**config.mk**
```make
export PLATFORM = sky130hd
export DESIGN_NAME = spectrum_band_peak_normalizer_flat
export DESIGN_NICKNAME = d
export VERILOG_FILES = /design/src/rtl/spbn_pkg.sv /design/src/rtl/spbn_in_if.sv /design/src/rtl/spbn_out_if.sv /design/src/rtl/spectrum_band_peak_normalizer.sv /design/src/flat_wrapper.sv
export SDC_FILE = /design/constraint.sdc
export NUM_CORES = 1
export LEC_CHECK = 0
export ABC_AREA = 0
export BUFFER_PORTS_ARGS = -buffer_cell sky130_fd_sc_hd__buf_2
export CELL_PAD_IN_SITES_DETAIL_PLACEMENT = 1
export CELL_PAD_IN_SITES_GLOBAL_PLACEMENT = 2
export CORE_MARGIN = 2
export CORE_UTILIZATION = 40
export CTS_CLUSTER_DIAMETER = 60
export DETAILED_ROUTE_END_ITERATION = 10
export PLACE_DENSITY = 0.78
export SLEW_MARGIN = 20
export SYNTH_ARGS = -nofsm -noshare
export SYNTH_HDL_FRONTEND = slang
export SYNTH_SLANG_ARGS = --single-unit
```
**constraint.sdc**
```tcl
create_clock -name clk_i -period 11.7 [get_ports clk_i]
set_clock_uncertainty 0.1 [all_clocks]
set_input_delay 0.585 -clock clk_i [delete_from_list [all_inputs] [get_ports clk_i]]
set_output_delay 0.585 -clock clk_i [all_outputs]
set_load 0.01 [all_outputs]
```
**src/rtl/spbn_pkg.sv**
```systemverilog
package spbn_pkg;

  localparam int OP_W       = 2;
  localparam int SCALED_W   = 16;
  localparam int BAND_W     = 3;
  localparam int EDGE_W     = 16;
  localparam int EDGE_SLOTS = 8;
  localparam int FSTEP_W    = 16;
  localparam int ECNT_W     = 4;
  localparam int CFG_W      = 64;
  localparam int CFG_IDX_W  = 2;
  localparam int FRAC_W     = 8;

  localparam logic [FSTEP_W-1:0]  FREQ_STEP_RST  = 16'd256;
  localparam logic [ECNT_W-1:0]   EDGE_COUNT_RST = 4'd8;
  localparam logic [SCALED_W-1:0] SCALED_MAX     = 16'hFFFF;

  typedef enum logic [OP_W-1:0] {
    OP_OBSERVE    = 2'd0,
    OP_SCALE      = 2'd1,
    OP_BAND_SCALE = 2'd2,
    OP_CLEAR      = 2'd3
  } op_e;

  typedef enum logic [CFG_IDX_W-1:0] {
    CFG_FREQ_STEP  = 2'd0,
    CFG_EDGE_COUNT = 2'd1,
    CFG_EDGES_LOW  = 2'd2,
    CFG_EDGES_HIGH = 2'd3
  } cfg_idx_e;

  typedef enum logic [2:0] {
    ST_IDLE,
    ST_MUL,
    ST_MATCH,
    ST_PREP,
    ST_CHK,
    ST_DIV,
    ST_DONE
  } state_e;

endpackage

```
**src/rtl/spbn_in_if.sv**
```systemverilog
interface spbn_in_if #(
  parameter int MAG_BITS   = 24,
  parameter int INDEX_BITS = 12
);
  logic                          valid;
  logic                          ready;
  logic [spbn_pkg::OP_W-1:0]     operation;
  logic [INDEX_BITS-1:0]         bin_idx;
  logic [MAG_BITS-1:0]           magnitude;

  modport source (output valid, operation, bin_idx, magnitude, input ready);
  modport sink   (input valid, operation, bin_idx, magnitude, output ready);
endinterface

```
**src/rtl/spbn_out_if.sv**
```systemverilog
interface spbn_out_if;
  logic                            valid;
  logic                            ready;
  logic [spbn_pkg::SCALED_W-1:0]   scaled;
  logic                            in_band;
  logic [spbn_pkg::BAND_W-1:0]     band;
  logic                            divide_by_zero;

  modport source (output valid, scaled, in_band, band, divide_by_zero, input ready);
  modport sink   (input valid, scaled, in_band, band, divide_by_zero, output ready);
endinterface

```
**src/rtl/spectrum_band_peak_normalizer.sv**
```systemverilog
// Channel   | Dir | Payload                                   | Beat
// ----------+-----+-------------------------------------------+------------------------
// in_i      | in  | operation, bin_idx, magnitude             | valid & ready
// out_o     | out | scaled, in_band, band, divide_by_zero     | valid & ready
// cfg       | in  | cfg_idx_i, cfg_wdata_i                    | cfg_we_i
//
// One item at a time: an accept step (all a clear needs), a bit-serial multiply over the
// INDEX_BITS index bits, band compares until one matches or the bands run out, and an update
// step. A scale adds a check, a bit-serial division (skipped for a zero divisor or a
// saturating quotient) and an output load.
// A stalled sink holds the block in its final load; no input is taken meanwhile.
// Reset (async, active low) restores the config defaults and zeroes all peaks.
module spectrum_band_peak_normalizer #(
  parameter int NUM_EDGES  = 8,
  parameter int MAG_BITS   = 24,
  parameter int INDEX_BITS = 12
) (
  input  logic                                  clk_i,
  input  logic                                  rst_ni,
  spbn_in_if.sink                               in_i,
  spbn_out_if.source                            out_o,
  input  logic                                  cfg_we_i,
  input  logic [spbn_pkg::CFG_IDX_W-1:0]        cfg_idx_i,
  input  logic [spbn_pkg::CFG_W-1:0]            cfg_wdata_i
);

  localparam int NUM_BANDS = NUM_EDGES - 1;
  localparam int BI_W      = (NUM_BANDS > 1) ? $clog2(NUM_BANDS) : 1;
  localparam int FREQ_W    = INDEX_BITS + spbn_pkg::FSTEP_W;
  localparam int EDGE_Q_W  = spbn_pkg::EDGE_W + spbn_pkg::FRAC_W;
  localparam int CMP_W     = (FREQ_W > EDGE_Q_W) ? FREQ_W : EDGE_Q_W;
  localparam int STEP_MAX  = (INDEX_BITS > spbn_pkg::SCALED_W) ? INDEX_BITS
                                                                : spbn_pkg::SCALED_W;
  localparam int CNT_W     = $clog2(STEP_MAX);
  localparam int M100_W    = MAG_BITS + 7;
  localparam int NUM_W     = M100_W + spbn_pkg::FRAC_W;
  localparam int SW        = spbn_pkg::SCALED_W;

  // configuration
  logic [spbn_pkg::FSTEP_W-1:0] freq_step_q;
  logic [spbn_pkg::ECNT_W-1:0]  edge_count_q;
  logic [spbn_pkg::CFG_W-1:0]   edges_low_q, edges_high_q;

  // peaks
  logic [MAG_BITS-1:0] band_peak_q [NUM_BANDS];
  logic [MAG_BITS-1:0] overall_peak_q;

  // control
  spbn_pkg::state_e state_q, state_d;
  spbn_pkg::op_e    op_q;
  logic [CNT_W-1:0] cnt_q;
  logic             out_vld_q;
  logic             in_rdy;
  logic             out_load;
  logic             in_acc;

  // datapath
  logic [MAG_BITS-1:0]           mag_q;
  logic [INDEX_BITS-1:0]         idx_sh_q;
  logic [FREQ_W-1:0]             acc_q;
  logic [spbn_pkg::BAND_W-1:0]   band_q;
  logic                          hit_q;
  logic                          use_band_q;
  logic [MAG_BITS-1:0]           div_q;
  logic [MAG_BITS-1:0]           rem_q;
  logic [SW-1:0]                 q_q;
  logic                          dz_q;

  // output register
  logic [SW-1:0]                 out_scaled_q;
  logic                          out_in_band_q;
  logic [spbn_pkg::BAND_W-1:0]   out_band_q;
  logic                          out_dz_q;

  // band match
  logic [2*spbn_pkg::CFG_W-1:0]  edges_all;
  logic [spbn_pkg::ECNT_W-1:0]   ec_eff;
  logic [spbn_pkg::ECNT_W-1:0]   band_nx;
  logic                          band_ok;
  logic [spbn_pkg::EDGE_W-1:0]   lo_edge, hi_edge;
  logic [CMP_W-1:0]              freq_ext, lo_ext, hi_ext;
  logic                          in_range;

  // arithmetic
  logic [FREQ_W-1:0]             acc_add;
  logic [M100_W-1:0]             mag100;
  logic [NUM_W-1:0]              num;
  logic [MAG_BITS-1:0]           band_pk_sel;
  logic [MAG_BITS:0]             div_sh;
  logic [MAG_BITS:0]             div_diff;
  logic                          div_geq;

  assign in_acc = in_i.valid & in_rdy;

  assign edges_all = {edges_high_q, edges_low_q};
  assign ec_eff    = (edge_count_q > spbn_pkg::ECNT_W'(NUM_EDGES))
                     ? spbn_pkg::ECNT_W'(NUM_EDGES) : edge_count_q;
  assign band_nx   = {1'b0, band_q} + spbn_pkg::ECNT_W'(1);
  assign band_ok   = band_nx < ec_eff;
  assign lo_edge   = edges_all[band_q * spbn_pkg::EDGE_W +: spbn_pkg::EDGE_W];
  assign hi_edge   = edges_all[band_nx[spbn_pkg::BAND_W-1:0] * spbn_pkg::EDGE_W
                               +: spbn_pkg::EDGE_W];
  assign freq_ext  = CMP_W'(acc_q);
  assign lo_ext    = CMP_W'({lo_edge, {spbn_pkg::FRAC_W{1'b0}}});
  assign hi_ext    = CMP_W'({hi_edge, {spbn_pkg::FRAC_W{1'b0}}});
  assign in_range  = (lo_ext <= freq_ext) && (freq_ext <= hi_ext);

  // MSB-first shift-and-add, one index bit per cycle
  assign acc_add = {acc_q[FREQ_W-2:0], 1'b0}
                 + (idx_sh_q[INDEX_BITS-1] ? FREQ_W'(freq_step_q) : FREQ_W'(0));

  // magnitude * 100 = m*64 + m*32 + m*4, then FRAC_W fraction bits so the quotient is Q8.8
  assign mag100 = M100_W'({mag_q, 6'b0}) + M100_W'({mag_q, 5'b0})
                + M100_W'({mag_q, 2'b0});
  assign num    = {mag100, {spbn_pkg::FRAC_W{1'b0}}};

  assign band_pk_sel = band_peak_q[band_q[BI_W-1:0]];

  assign div_sh   = {rem_q, q_q[SW-1]};
  assign div_geq  = div_sh >= {1'b0, div_q};
  assign div_diff = div_sh - {1'b0, div_q};

  // next state
  always_comb begin
    state_d = state_q;
    unique case (state_q)
      spbn_pkg::ST_IDLE: begin
        if (in_acc && (in_i.operation != spbn_pkg::OP_CLEAR)) state_d = spbn_pkg::ST_MUL;
      end
      spbn_pkg::ST_MUL: begin
        if (cnt_q == '0) state_d = spbn_pkg::ST_MATCH;
      end
      spbn_pkg::ST_MATCH: begin
        if (!band_ok || in_range) state_d = spbn_pkg::ST_PREP;
      end
      spbn_pkg::ST_PREP: begin
        state_d = (op_q == spbn_pkg::OP_OBSERVE) ? spbn_pkg::ST_IDLE : spbn_pkg::ST_CHK;
      end
      spbn_pkg::ST_CHK: begin
        if ((div_q == '0) || (rem_q >= div_q)) state_d = spbn_pkg::ST_DONE;
        else state_d = spbn_pkg::ST_DIV;
      end
      spbn_pkg::ST_DIV: begin
        if (cnt_q == '0) state_d = spbn_pkg::ST_DONE;
      end
      spbn_pkg::ST_DONE: begin
        if (out_load) state_d = spbn_pkg::ST_IDLE;
      end
      default: state_d = spbn_pkg::ST_IDLE;
    endcase
  end

  // FSM outputs
  always_comb begin
    in_rdy   = (state_q == spbn_pkg::ST_IDLE);
    out_load = (state_q == spbn_pkg::ST_DONE) && (!out_vld_q || out_o.ready);
  end

  assign in_i.ready           = in_rdy;
  assign out_o.valid          = out_vld_q;
  assign out_o.scaled         = out_scaled_q;
  assign out_o.in_band        = out_in_band_q;
  assign out_o.band           = out_band_q;
  assign out_o.divide_by_zero = out_dz_q;

  // control and state registers
  always_ff @(posedge clk_i or negedge rst_ni) begin
    if (!rst_ni) begin
      state_q        <= spbn_pkg::ST_IDLE;
      out_vld_q      <= 1'b0;
      freq_step_q    <= spbn_pkg::FREQ_STEP_RST;
      edge_count_q   <= spbn_pkg::EDGE_COUNT_RST;
      edges_low_q    <= '0;
      edges_high_q   <= '0;
      overall_peak_q <= '0;
      for (int i = 0; i < NUM_BANDS; i++) band_peak_q[i] <= '0;
    end else begin
      state_q   <= state_d;
      out_vld_q <= out_load | (out_vld_q & ~out_o.ready);

      if (cfg_we_i) begin
        unique case (spbn_pkg::cfg_idx_e'(cfg_idx_i))
          spbn_pkg::CFG_FREQ_STEP:  freq_step_q  <= cfg_wdata_i[spbn_pkg::FSTEP_W-1:0];
          spbn_pkg::CFG_EDGE_COUNT: edge_count_q <= cfg_wdata_i[spbn_pkg::ECNT_W-1:0];
          spbn_pkg::CFG_EDGES_LOW:  edges_low_q  <= cfg_wdata_i;
          spbn_pkg::CFG_EDGES_HIGH: edges_high_q <= cfg_wdata_i;
          default: ;
        endcase
      end

      if (in_acc && (in_i.operation == spbn_pkg::OP_CLEAR)) begin
        for (int i = 0; i < NUM_BANDS; i++) band_peak_q[i] <= '0;
      end

      if ((state_q == spbn_pkg::ST_PREP) && (op_q == spbn_pkg::OP_OBSERVE)) begin
        if (hit_q && (mag_q > band_pk_sel)) band_peak_q[band_q[BI_W-1:0]] <= mag_q;
        if (mag_q > overall_peak_q) overall_peak_q <= mag_q;
      end
    end
  end

  // datapath registers
  always_ff @(posedge clk_i) begin
    unique case (state_q)
      spbn_pkg::ST_IDLE: begin
        op_q     <= spbn_pkg::op_e'(in_i.operation);
        mag_q    <= in_i.magnitude;
        idx_sh_q <= in_i.bin_idx;
        acc_q    <= '0;
        cnt_q    <= CNT_W'(INDEX_BITS - 1);
        band_q   <= '0;
        hit_q    <= 1'b0;
      end
      spbn_pkg::ST_MUL: begin
        acc_q    <= acc_add;
        idx_sh_q <= {idx_sh_q[INDEX_BITS-2:0], 1'b0};
        cnt_q    <= cnt_q - CNT_W'(1);
      end
      spbn_pkg::ST_MATCH: begin
        if (band_ok && in_range) hit_q <= 1'b1;
        else if (band_ok) band_q <= band_nx[spbn_pkg::BAND_W-1:0];
      end
      spbn_pkg::ST_PREP: begin
        use_band_q <= (op_q == spbn_pkg::OP_BAND_SCALE) && hit_q;
        div_q      <= ((op_q == spbn_pkg::OP_BAND_SCALE) && hit_q) ? band_pk_sel
                                                                  : overall_peak_q;
        // upper part of the numerator starts as the partial remainder
        rem_q      <= MAG_BITS'(num[NUM_W-1:SW]);
        q_q        <= num[SW-1:0];
        dz_q       <= 1'b0;
        cnt_q      <= CNT_W'(SW - 1);
      end
      spbn_pkg::ST_CHK: begin
        if (div_q == '0) begin
          q_q  <= use_band_q ? SW'(0) : spbn_pkg::SCALED_MAX;
          dz_q <= ~use_band_q;
        end else if (rem_q >= div_q) begin
          q_q  <= spbn_pkg::SCALED_MAX;   // quotient would not fit
        end
      end
      spbn_pkg::ST_DIV: begin
        rem_q <= div_geq ? div_diff[MAG_BITS-1:0] : div_sh[MAG_BITS-1:0];
        q_q   <= {q_q[SW-2:0], div_geq};
        cnt_q <= cnt_q - CNT_W'(1);
      end
      spbn_pkg::ST_DONE: ;
      default: ;
    endcase

    if (out_load) begin
      out_scaled_q  <= q_q;
      out_in_band_q <= hit_q;
      out_band_q    <= hit_q ? band_q : '0;
      out_dz_q      <= dz_q;
    end
  end

endmodule

```
**src/flat_wrapper.sv**
```systemverilog
// flat-port wrapper written by rule: the top's interface ports become plain ports
module spectrum_band_peak_normalizer_flat 
#(
  parameter int NUM_EDGES  = 8,
  parameter int MAG_BITS   = 24,
  parameter int INDEX_BITS = 12
)
  (clk_i, rst_ni, cfg_we_i, cfg_idx_i, cfg_wdata_i, in_i_valid, in_i_operation, in_i_bin_idx, in_i_magnitude, in_i_ready, out_o_valid, out_o_scaled, out_o_in_band, out_o_band, out_o_divide_by_zero, out_o_ready);
  spbn_in_if #(.MAG_BITS(MAG_BITS), .INDEX_BITS(INDEX_BITS)) in_i_i ();
  spbn_out_if out_o_i ();
  input  logic clk_i;
  input  logic rst_ni;
  input  logic cfg_we_i;
  input  logic [spbn_pkg::CFG_IDX_W-1:0] cfg_idx_i;
  input  logic [spbn_pkg::CFG_W-1:0] cfg_wdata_i;
  input wire logic [$bits(in_i_i.valid)-1:0] in_i_valid;
  input wire logic [$bits(in_i_i.operation)-1:0] in_i_operation;
  input wire logic [$bits(in_i_i.bin_idx)-1:0] in_i_bin_idx;
  input wire logic [$bits(in_i_i.magnitude)-1:0] in_i_magnitude;
  output wire logic [$bits(in_i_i.ready)-1:0] in_i_ready;
  output wire logic [$bits(out_o_i.valid)-1:0] out_o_valid;
  output wire logic [$bits(out_o_i.scaled)-1:0] out_o_scaled;
  output wire logic [$bits(out_o_i.in_band)-1:0] out_o_in_band;
  output wire logic [$bits(out_o_i.band)-1:0] out_o_band;
  output wire logic [$bits(out_o_i.divide_by_zero)-1:0] out_o_divide_by_zero;
  input wire logic [$bits(out_o_i.ready)-1:0] out_o_ready;
  assign in_i_i.valid = in_i_valid;
  assign in_i_i.operation = in_i_operation;
  assign in_i_i.bin_idx = in_i_bin_idx;
  assign in_i_i.magnitude = in_i_magnitude;
  assign in_i_ready = in_i_i.ready;
  assign out_o_valid = out_o_i.valid;
  assign out_o_scaled = out_o_i.scaled;
  assign out_o_in_band = out_o_i.in_band;
  assign out_o_band = out_o_i.band;
  assign out_o_divide_by_zero = out_o_i.divide_by_zero;
  assign out_o_i.ready = out_o_ready;
  spectrum_band_peak_normalizer #(.NUM_EDGES(NUM_EDGES), .MAG_BITS(MAG_BITS), .INDEX_BITS(INDEX_BITS)) u_core (.clk_i(clk_i), .rst_ni(rst_ni), .in_i(in_i_i), .out_o(out_o_i), .cfg_we_i(cfg_we_i), .cfg_idx_i(cfg_idx_i), .cfg_wdata_i(cfg_wdata_i));
endmodule
```
==> metrics.md, run 1 <==
| Metric | Value |
|---|---|
| Status | `finished clean` |
| Synth warn | `0` |
| Antenna-violating nets left | `0` |
| Final setup viols | `0` |
| Largest family of logic cells by synthesized area | `compound AO/OA/AOI/OAI gates` |
| TritonCTS Sinks | `505` |
| Most common cell in the netlist | `dfrtp_1` |
| Post-layout minimum cycle time | `5600 ps` |
| Xor and xnor area share after synthesis | `1.70%` |
| Vias per cell | `5.91` |
| Yosys reg bits | `~500` |
| Mapped Cells | `2614` |
| Finished Layout Cells | `3705` |
| Initial core utilization | `40.5%` |
| Wire per inst | `24.7 um` |
| CP max stage cell | `mux4_2` |
| CTS H-Tree Depth | `2` |
| Ys flop type | `dfrtp_1` |
| Post-Route WL | `91.5 mm` |
| Area contributors post-synth | `dfrtp_1, edfxtp_1, ha_1, mux2_2, o21ai_0` |
| Filler instances | `approximately 7600` |
| Die ar. | `73100 um2` |
| Hold_buf cts | `9` |
| CTS Buf Count | `60` |
| Crit-path cells | `buf_4, buf_4, ha_2, buf_4, mux4_2, mux2i_1, ha_1, a21o_1, a21o_1, a2111o_1, a2111oi_0, o21a_1, o22ai_1, a21oi_1, a31oi_1, a31oi_1` |
| Leakage Power | `0.0140 uW` |
| Seq. cell area | `13400 um2` |
| Crit path buf inv count | `3` |
| Antenna violations before repair | `5` |
| Multi-input gate area | `around 14000 um2` |
| First-pass GRT wire length | `~140 mm` |
| GRT Total Usage | `25.0%` |
| Slew @ Worst Pin | `1160 ps` |
| Gr ovfl total | `0` |
| Pin count of the biggest net entering global routing | `about 170` |
| Post-synthesis simple-gate area fraction | `11.5%` |
| Syn Nets | `2923` |
| Top Family by Delay on Critical Path | `compound AO/OA/AOI/OAI gates` |
| CTS tree | `built` |
| Ports | `132` |
| Synth Cell Area | `28400 um2` |
| Initial DRC count | `1620` |
| Share of cells above drive strength 1 | `~18%` |
| Placed Instances | `3582` |
| Crit path max fanout | `40` |
| Width of the die | `270 um` |
| Critical path's largest stage delay | `590 ps` |
| First-pass DRT Iterations | `5` |
| Multiplexer share of the synthesized area | `11.7%` |
| Hold Vio Cnt, Final | `0` |
| Chip height | `270 um` |
| Post-synth top cells | `dfrtp_1, o21ai_0, ha_1` |
| Routed via count | `21900` |
| Slew headroom | `a little over a fifth` |
| Root buf cell | `clkbuf_16` |
| Setup TNS | `0 ps` |
| Final Util | `46.0%` |
| Post-Synth Adder-Cell Area | `9.43%` |
| Post-cts resize count | `0` |
| Period Utilization, post-route | `47.8%` |
| Area delta synth->final | `13.7%` |
| DPL Wire Length | `~63 mm` |
| Final Max Tran Viols | `0` |
| Avg Inst Size Synth | `10.9 um2` |
| Max_cap viols | `0` |
| Clk slew on worst S/H paths | `60 ps` |
| Number of port buffers | `131` |
| WP data required | `12140 ps` |
| Crit end category | `flop` |
| Max IR drop VDD | `0.142 mV` |
| Post-synth EDFFs | `161` |
| Worst Path Arrival | `about 6000 ps` |
| Site row count | `97` |
| GPL Wtd Cong | `0.862` |
| Post-CTS Setup Inserts | `0` |
| Nets | `slightly above 3000` |
| Async set-reset flop share out of synthesis | `between 60 and 70%` |
| Top cell type's share of synthesized area | `30.2%` |
| Worst skew pair latency | `640 ps` |
| Hold Path Class | `input port to flop` |
| Drt drc | `0` |
| Register area share after synthesis | `47.4%` |
| Vias in the first global route | `~24000` |
| Library cells used by synthesis | `78` |
| RSZ-0062 raised after global routing | `false` |
| Pwr Density | `between 300 and 400 nW/um2` |
| Most Frequent Cell on Critical Path | `buf_4` |
| Largest area contributor in the netlist | `dfrtp_1` |
| Max Clock Freq | `179 MHz` |
| Compound-Gate Fraction of Synth Area | `14.6%` |
| CTS Buffer Depth | `3` |
| Core region area | `about 70000 um2` |
| Worst setup SP type | `flop` |
| Critical path class | `flop to flop` |
==> kinds of logic after synthesis <==
kind of cell | Yosys count
and+or+nand+nor | 669
xor gates and xnor gates | 55
DFF | 505
adders and majority gates | 200
muxes | 271
AOI/OAI and AO/OA | 650
buffers and inverters | 264
==> area by class of cell <==
cell class / count / area share [%]
multi-input combinational: 1845 / 43.5
sequential: 505 / 41.7
clock buffer: 87 / 5.54
tap: 940 / 3.65
timing repair buffer: 181 / 3.35
inverter: 120 / 1.40
clock inverter: 26 / 0.842
antenna: 1 / 0.00776
==> stage by stage <==
step / total power [uW] / setup WS, ps / hold WS [ps] / instance area (um2)
after floorplan: 6450 / 7240 / 189 / 28400
after global placement: 7880 / 6290 / 337 / 30100
after detailed placement: 8120 / 6210 / 343 / 30100
after CTS: 10100 / 6150 / 0.669 / 32200
after global routing: 10900 / 5830 / 18.4 / 32300
final: 10100 / 6100 / 39.7 / 32300
==> placed cells by master (no fill, tap or decap), drive strengths merged, types with 14 or more instances in the layout <==
| cell type | netlist | routed |
|---|---|---|
| a21o | 56 | 56 |
| a21oi | 99 | 99 |
| a221o | 15 | 15 |
| a22oi | 97 | 97 |
| a31oi | 17 | 17 |
| and2 | 24 | 24 |
| buf | 41 | 172 |
| clkbuf | 103 | 87 |
| clkinv | 2 | 14 |
| dfrtp | 342 | 342 |
| edfxtp | 161 | 161 |
| fa | 23 | 23 |
| ha | 177 | 177 |
| inv | 118 | 123 |
| mux2 | 161 | 161 |
| mux2i | 77 | 77 |
| mux4 | 33 | 33 |
| nand2 | 166 | 166 |
| nand2b | 21 | 21 |
| nand3 | 165 | 165 |
| nand4 | 56 | 56 |
| nor2 | 116 | 116 |
| nor2b | 27 | 27 |
| nor3 | 39 | 39 |
| nor4 | 16 | 16 |
| o211ai | 14 | 14 |
| o21ai | 247 | 247 |
| xnor2 | 33 | 33 |
| xor2 | 22 | 22 |
==> path summary, 6_finish.rpt <==
path	start	cells after the start	to	slack, ps
setup / recovery	u_core.band_q[0]$_SDFFCE_PN0P_	16	u_core.state_q[1]$_DFFE_PN0P_	6100
hold / removal	in_i_magnitude[3]	1	u_core.mag_q[3]$_DFFE_PP_	40
setup reg to reg	u_core.band_q[0]$_SDFFCE_PN0P_	16	u_core.state_q[1]$_DFFE_PN0P_	6100
hold reg to reg	u_core.q_q[1]$_DFFE_PP_	0	u_core.out_o.scaled[1]$_DFFE_PP_	360
max in group asynchronous	rst_ni	3	u_core.freq_step_q[11]$_DFFE_PN0P_	9480
min in group asynchronous	rst_ni	2	u_core.band_peak_q[32]$_DFF_PN0_	510
==> per-layer routing <==
layer | up-vias | global-route usage (%) | routed length [um]
met4 | 2 | 6.72 | 2110
li1 | 9907 | - | -
met2 | 514 | 40.4 | 42900
met1 | 11300 | 35.3 | 42400
met5 | - | 0 | 8
met3 | 128 | 3.19 | 4030
==> flip-flops by register name, summed over array words and instances (netlist names) <==
| name | flops |
|---|---|
| u_core.out_o.divide_by_zero | 1 |
| u_core.out_o.in_band | 1 |
| u_core.edge_count_q | 4 |
| u_core.out_o.band | 3 |
| u_core.cnt_q | 4 |
| u_core.band_peak_q | 168 |
| u_core.out_o.valid | 1 |
| u_core.dz_q | 1 |
| u_core.idx_sh_q | 12 |
| u_core.acc_q | 28 |
| u_core.op_q | 2 |
| u_core.state_q | 3 |
| u_core.overall_peak_q | 24 |
| u_core.q_q | 16 |
| u_core.div_q | 24 |
| u_core.out_o.scaled | 16 |
| u_core.rem_q | 24 |
| u_core.use_band_q | 1 |
| u_core.band_q | 3 |
| u_core.freq_step_q | 16 |
| u_core.mag_q | 24 |
| u_core.hit_q | 1 |
| u_core.edges_low_q | 64 |
| u_core.edges_high_q | 64 |
==> power breakdown <==
part | internal, uW | total, uW | switching, uW
clock network | 1150 | 1940 | 794
registers | 2650 | 3230 | 570
logic | 1990 | 4940 | 2950
total | 5800 | 10100 | 4320
==> worst reg2reg max path, cell delays in order, from the launching register on <==
cell,delay (ps)
edfxtp_1,340
buf_4,440
buf_4,600
ha_2,310
buf_4,530
mux4_2,650
mux2i_1,170
ha_1,270
a21o_1,190
a21o_1,180
a2111o_1,420
a2111oi_0,430
o21a_1,180
o22ai_1,180
a21oi_1,230
a31oi_1,110
a31oi_1,190
Power figures use the tool's default switching activity.
==> run 2, diff against run 1 <==
Settings changed: CORE_UTILIZATION 40 to 38.
Clock period 11.7 ns to 5.1 ns, I/O delays scaled along.
==> run 2 against run 1 <==
Sequential cell count did not move. Global-route usage fell by 0.70 points. Routed wire length rose by 2.7%. Via count rose by 3.5%.
==> metrics.md, run 2 (synthesized netlist as in run 1, its figures left out) <==
| Metric | Value |
|---|---|
| First-pass DRT Iterations | `6 (was 5)` |
| Worst setup SP type | `flop (unchanged)` |
| Chip height | `277 um (was 270 um)` |
| Post-layout minimum cycle time | `4760 ps (was 5600 ps)` |
| Hold worst-path end | `u_core.edge_count_q[0]$_DFFE_PN0P_ (was u_core.mag_q[3]$_DFFE_PP_)` |
| DPL Wire Length | `66.8 mm (was 63.3 mm)` |
| Hold Path Class | `input port to flop (unchanged)` |
| Fin Hold WS | `166 ps (was 39.7 ps)` |
| Max Clock Freq | `210 MHz (was 179 MHz)` |
| Max IR drop VDD | `0.305 mV (was 0.142 mV)` |
| Setup TNS | `0 ps (unchanged)` |
| Status | `finished clean (unchanged)` |
| Clk slew on worst S/H paths | `60 ps (about the same)` |
| Worst skew pair latency | `640 ps (about the same)` |
| Routed via count | `22700 (was 21900)` |
| Wire per inst | `24.3 um (was 24.7 um)` |
| Pwr Density | `708 nW/um2 (was 313 nW/um2)` |
| Root buf cell | `clkbuf_16 (unchanged)` |
| Max_cap viols | `0 (unchanged)` |
| CTS Buffer Depth | `3 (unchanged)` |
| First-pass GRT wire length | `146 mm (was 142 mm)` |
| Slew @ Worst Pin | `1070 ps (was 1160 ps)` |
| Register-to-Register Setup Slack | `340 ps (was 6100 ps)` |
| Nets | `3154 (was 3022)` |
| Period Utilization, post-route | `93.4% (was 47.8%)` |
| WP data required | `5550 ps (was 12140 ps)` |
| Reg2reg start | `u_core.band_q[0]$_SDFFCE_PN0P_ (unchanged)` |
| Vias per cell | `5.87 (was 5.91)` |
| Pin count of the biggest net entering global routing | `132 (was 166)` |
| Gr ovfl total | `0 (unchanged)` |
| Hold_sp | `cfg_we_i (was in_i_magnitude[3])` |
| Area delta synth->final | `18.9% (was 13.7%)` |
| Share of cells above drive strength 1 | `18.9% (was 18.4%)` |
| Max reg flops | `168 (unchanged)` |
| Post-Route WL | `94.0 mm (was 91.5 mm)` |
| Final Max Tran Viols | `0 (unchanged)` |
| Initial DRC count | `1799 (was 1620)` |
| CTS H-Tree Depth | `2 (unchanged)` |
| Width of the die | `277 um (was 270 um)` |
| GRT Total Usage | `24.3% (was 25.0%)` |
| Largest reg by FF count | `u_core.band_peak_q (unchanged)` |
| Final setup viols | `0 (unchanged)` |
| Initial core utilization | `38.2% (was 40.5%)` |
| WHS Path Cells | `3 (was 1)` |
| TritonCTS Sinks | `505 (unchanged)` |
| Number of port buffers | `131 (unchanged)` |
| CTS Buf Count | `60 (unchanged)` |
| CTS tree | `built (unchanged)` |
| Antenna violations before repair | `4 (was 5)` |
| Commonest non-fill, non-tap cell in the layout | `dfrtp_1 (unchanged)` |
| Drt drc | `0 (unchanged)` |
| Die ar. | `76900 um2 (was 73100 um2)` |
| Ports | `132 (unchanged)` |
| Leakage Power | `0.0147 uW (was 0.0140 uW)` |
| Crit end category | `flop (unchanged)` |
| Antenna-violating nets left | `0 (unchanged)` |
| Site row count | `100 (was 97)` |
| Hold Vio Cnt, Final | `0 (unchanged)` |
| Top flop regs | `u_core.band_peak_q (168), u_core.edges_high_q (64), u_core.edges_low_q (64) (unchanged)` |
| Leading cell types in the layout, fill and taps excluded | `dfrtp_1, o21ai_0, ha_1, nand2_1, nand3_1 (unchanged)` |
| Slew headroom | `28.0% (was 21.8%)` |
| Worst Path Arrival | `5210 ps (was 6040 ps)` |
| GPL Wtd Cong | `0.888 (was 0.862)` |
| Crit path max fanout | `30 (was 40)` |
| Reg2reg path depth | `18 (was 16)` |
| Vias in the first global route | `24100 (was 23500)` |
| Core region area | `74200 um2 (was 70100 um2)` |
| RSZ-0062 raised after global routing | `false (unchanged)` |
| FF-to-FF End | `u_core.band_peak_q[48]$_DFF_PN0_ (was u_core.state_q[1]$_DFFE_PN0P_)` |
| Critical path class | `flop to flop (unchanged)` |
-- run 2: report_power, final --
part | switching [uW] | total, uW | internal [uW] | leakage [uW]
logic | 6970 | 11800 | 4790 | 0.00793
registers | 1310 | 7400 | 6090 | 0.00566
clock network | 1880 | 4730 | 2850 | 0.00106
-- run 2: worst max-delay path by stage --
stage               slack [ps]                               end                           start  depth (start not counted)
global route               100     u_core.state_q[1]$_DFFE_PN0P_  u_core.band_q[0]$_SDFFCE_PN0P_                         14
CTS                        290  u_core.band_peak_q[48]$_DFF_PN0_  u_core.band_q[0]$_SDFFCE_PN0P_                         18
global placement           380  u_core.band_peak_q[96]$_DFF_PN0_  u_core.band_q[0]$_SDFFCE_PN0P_                         18
detailed placement         290  u_core.band_peak_q[48]$_DFF_PN0_  u_core.band_q[0]$_SDFFCE_PN0P_                         18
floorplan                  640     u_core.state_q[2]$_DFFE_PN0P_  u_core.band_q[0]$_SDFFCE_PN0P_                         14
finish                     340  u_core.band_peak_q[48]$_DFF_PN0_  u_core.band_q[0]$_SDFFCE_PN0P_                         18
-- run 2: layout make-up --
cell class / instances / area [um2]
Clock inverter: 37 / 523
Sequential cell: 505 / 13400
Timing Repair Buffer: 313 / 2410
Antenna cell: 1 / 2.50
Inverter: 120 / 450
Fill cell: 7946 / 40500
Multi-Input combinational cell: 1845 / 14000
Clock buffer: 73 / 1660
Tap cell: 969 / 1210
-- run 2: worst max-delay path, stage by stage, from the launching register on --
cell and delay, ps:
edfxtp_1 560, buf_12 210, nand2b_1 280, nor2_2 520
buf_4 270, a22o_1 200, nor3_2 90, ha_1 310
a21o_1 170, a21o_1 170, a21oi_1 130, o21a_1 180
o21ai_1 110, a221o_2 410, buf_4 200, o21ai_4 140
buf_4 360, nand3_1 130, o21ai_0 110
-- run 2: what timing repair did --
action | 4_1_cts | 5_1_grt
hold endpoints to repair | 308 | 0
setup endpoints to repair | 0 | 5
setup buffers | 0 | 0
gates resized for setup | 0 | 2
hold buffers | 104 | 0
-- run 2: metal layers --
metal	share of wire [%]	vias to the layer above	global-route usage, %
met1	45	11700	33.5
met2	47	593	39.9
met5	0.014	-	0
li1	-	10200	-
met4	2.5	2	6.84
met3	4.9	156	3.44
-- run 2: stage by stage --
stage | total power, uW | instance area, um2 | utilization, % | instances | worst slack, ps
5_1_grt | 25600 | 33700 | 45.5 | 3863 | 99.5
4_1_cts | 23900 | 33700 | 45.5 | 3862 | 286
2_1_floorplan | 14800 | 28400 | - | 2614 | 640
3_3_place_gp | 18400 | 30500 | 41.1 | 3647 | 379
6_report | 23900 | 33700 | 45.5 | 3863 | 335
3_5_place_dp | 19000 | 30500 | 41.1 | 3648 | 292
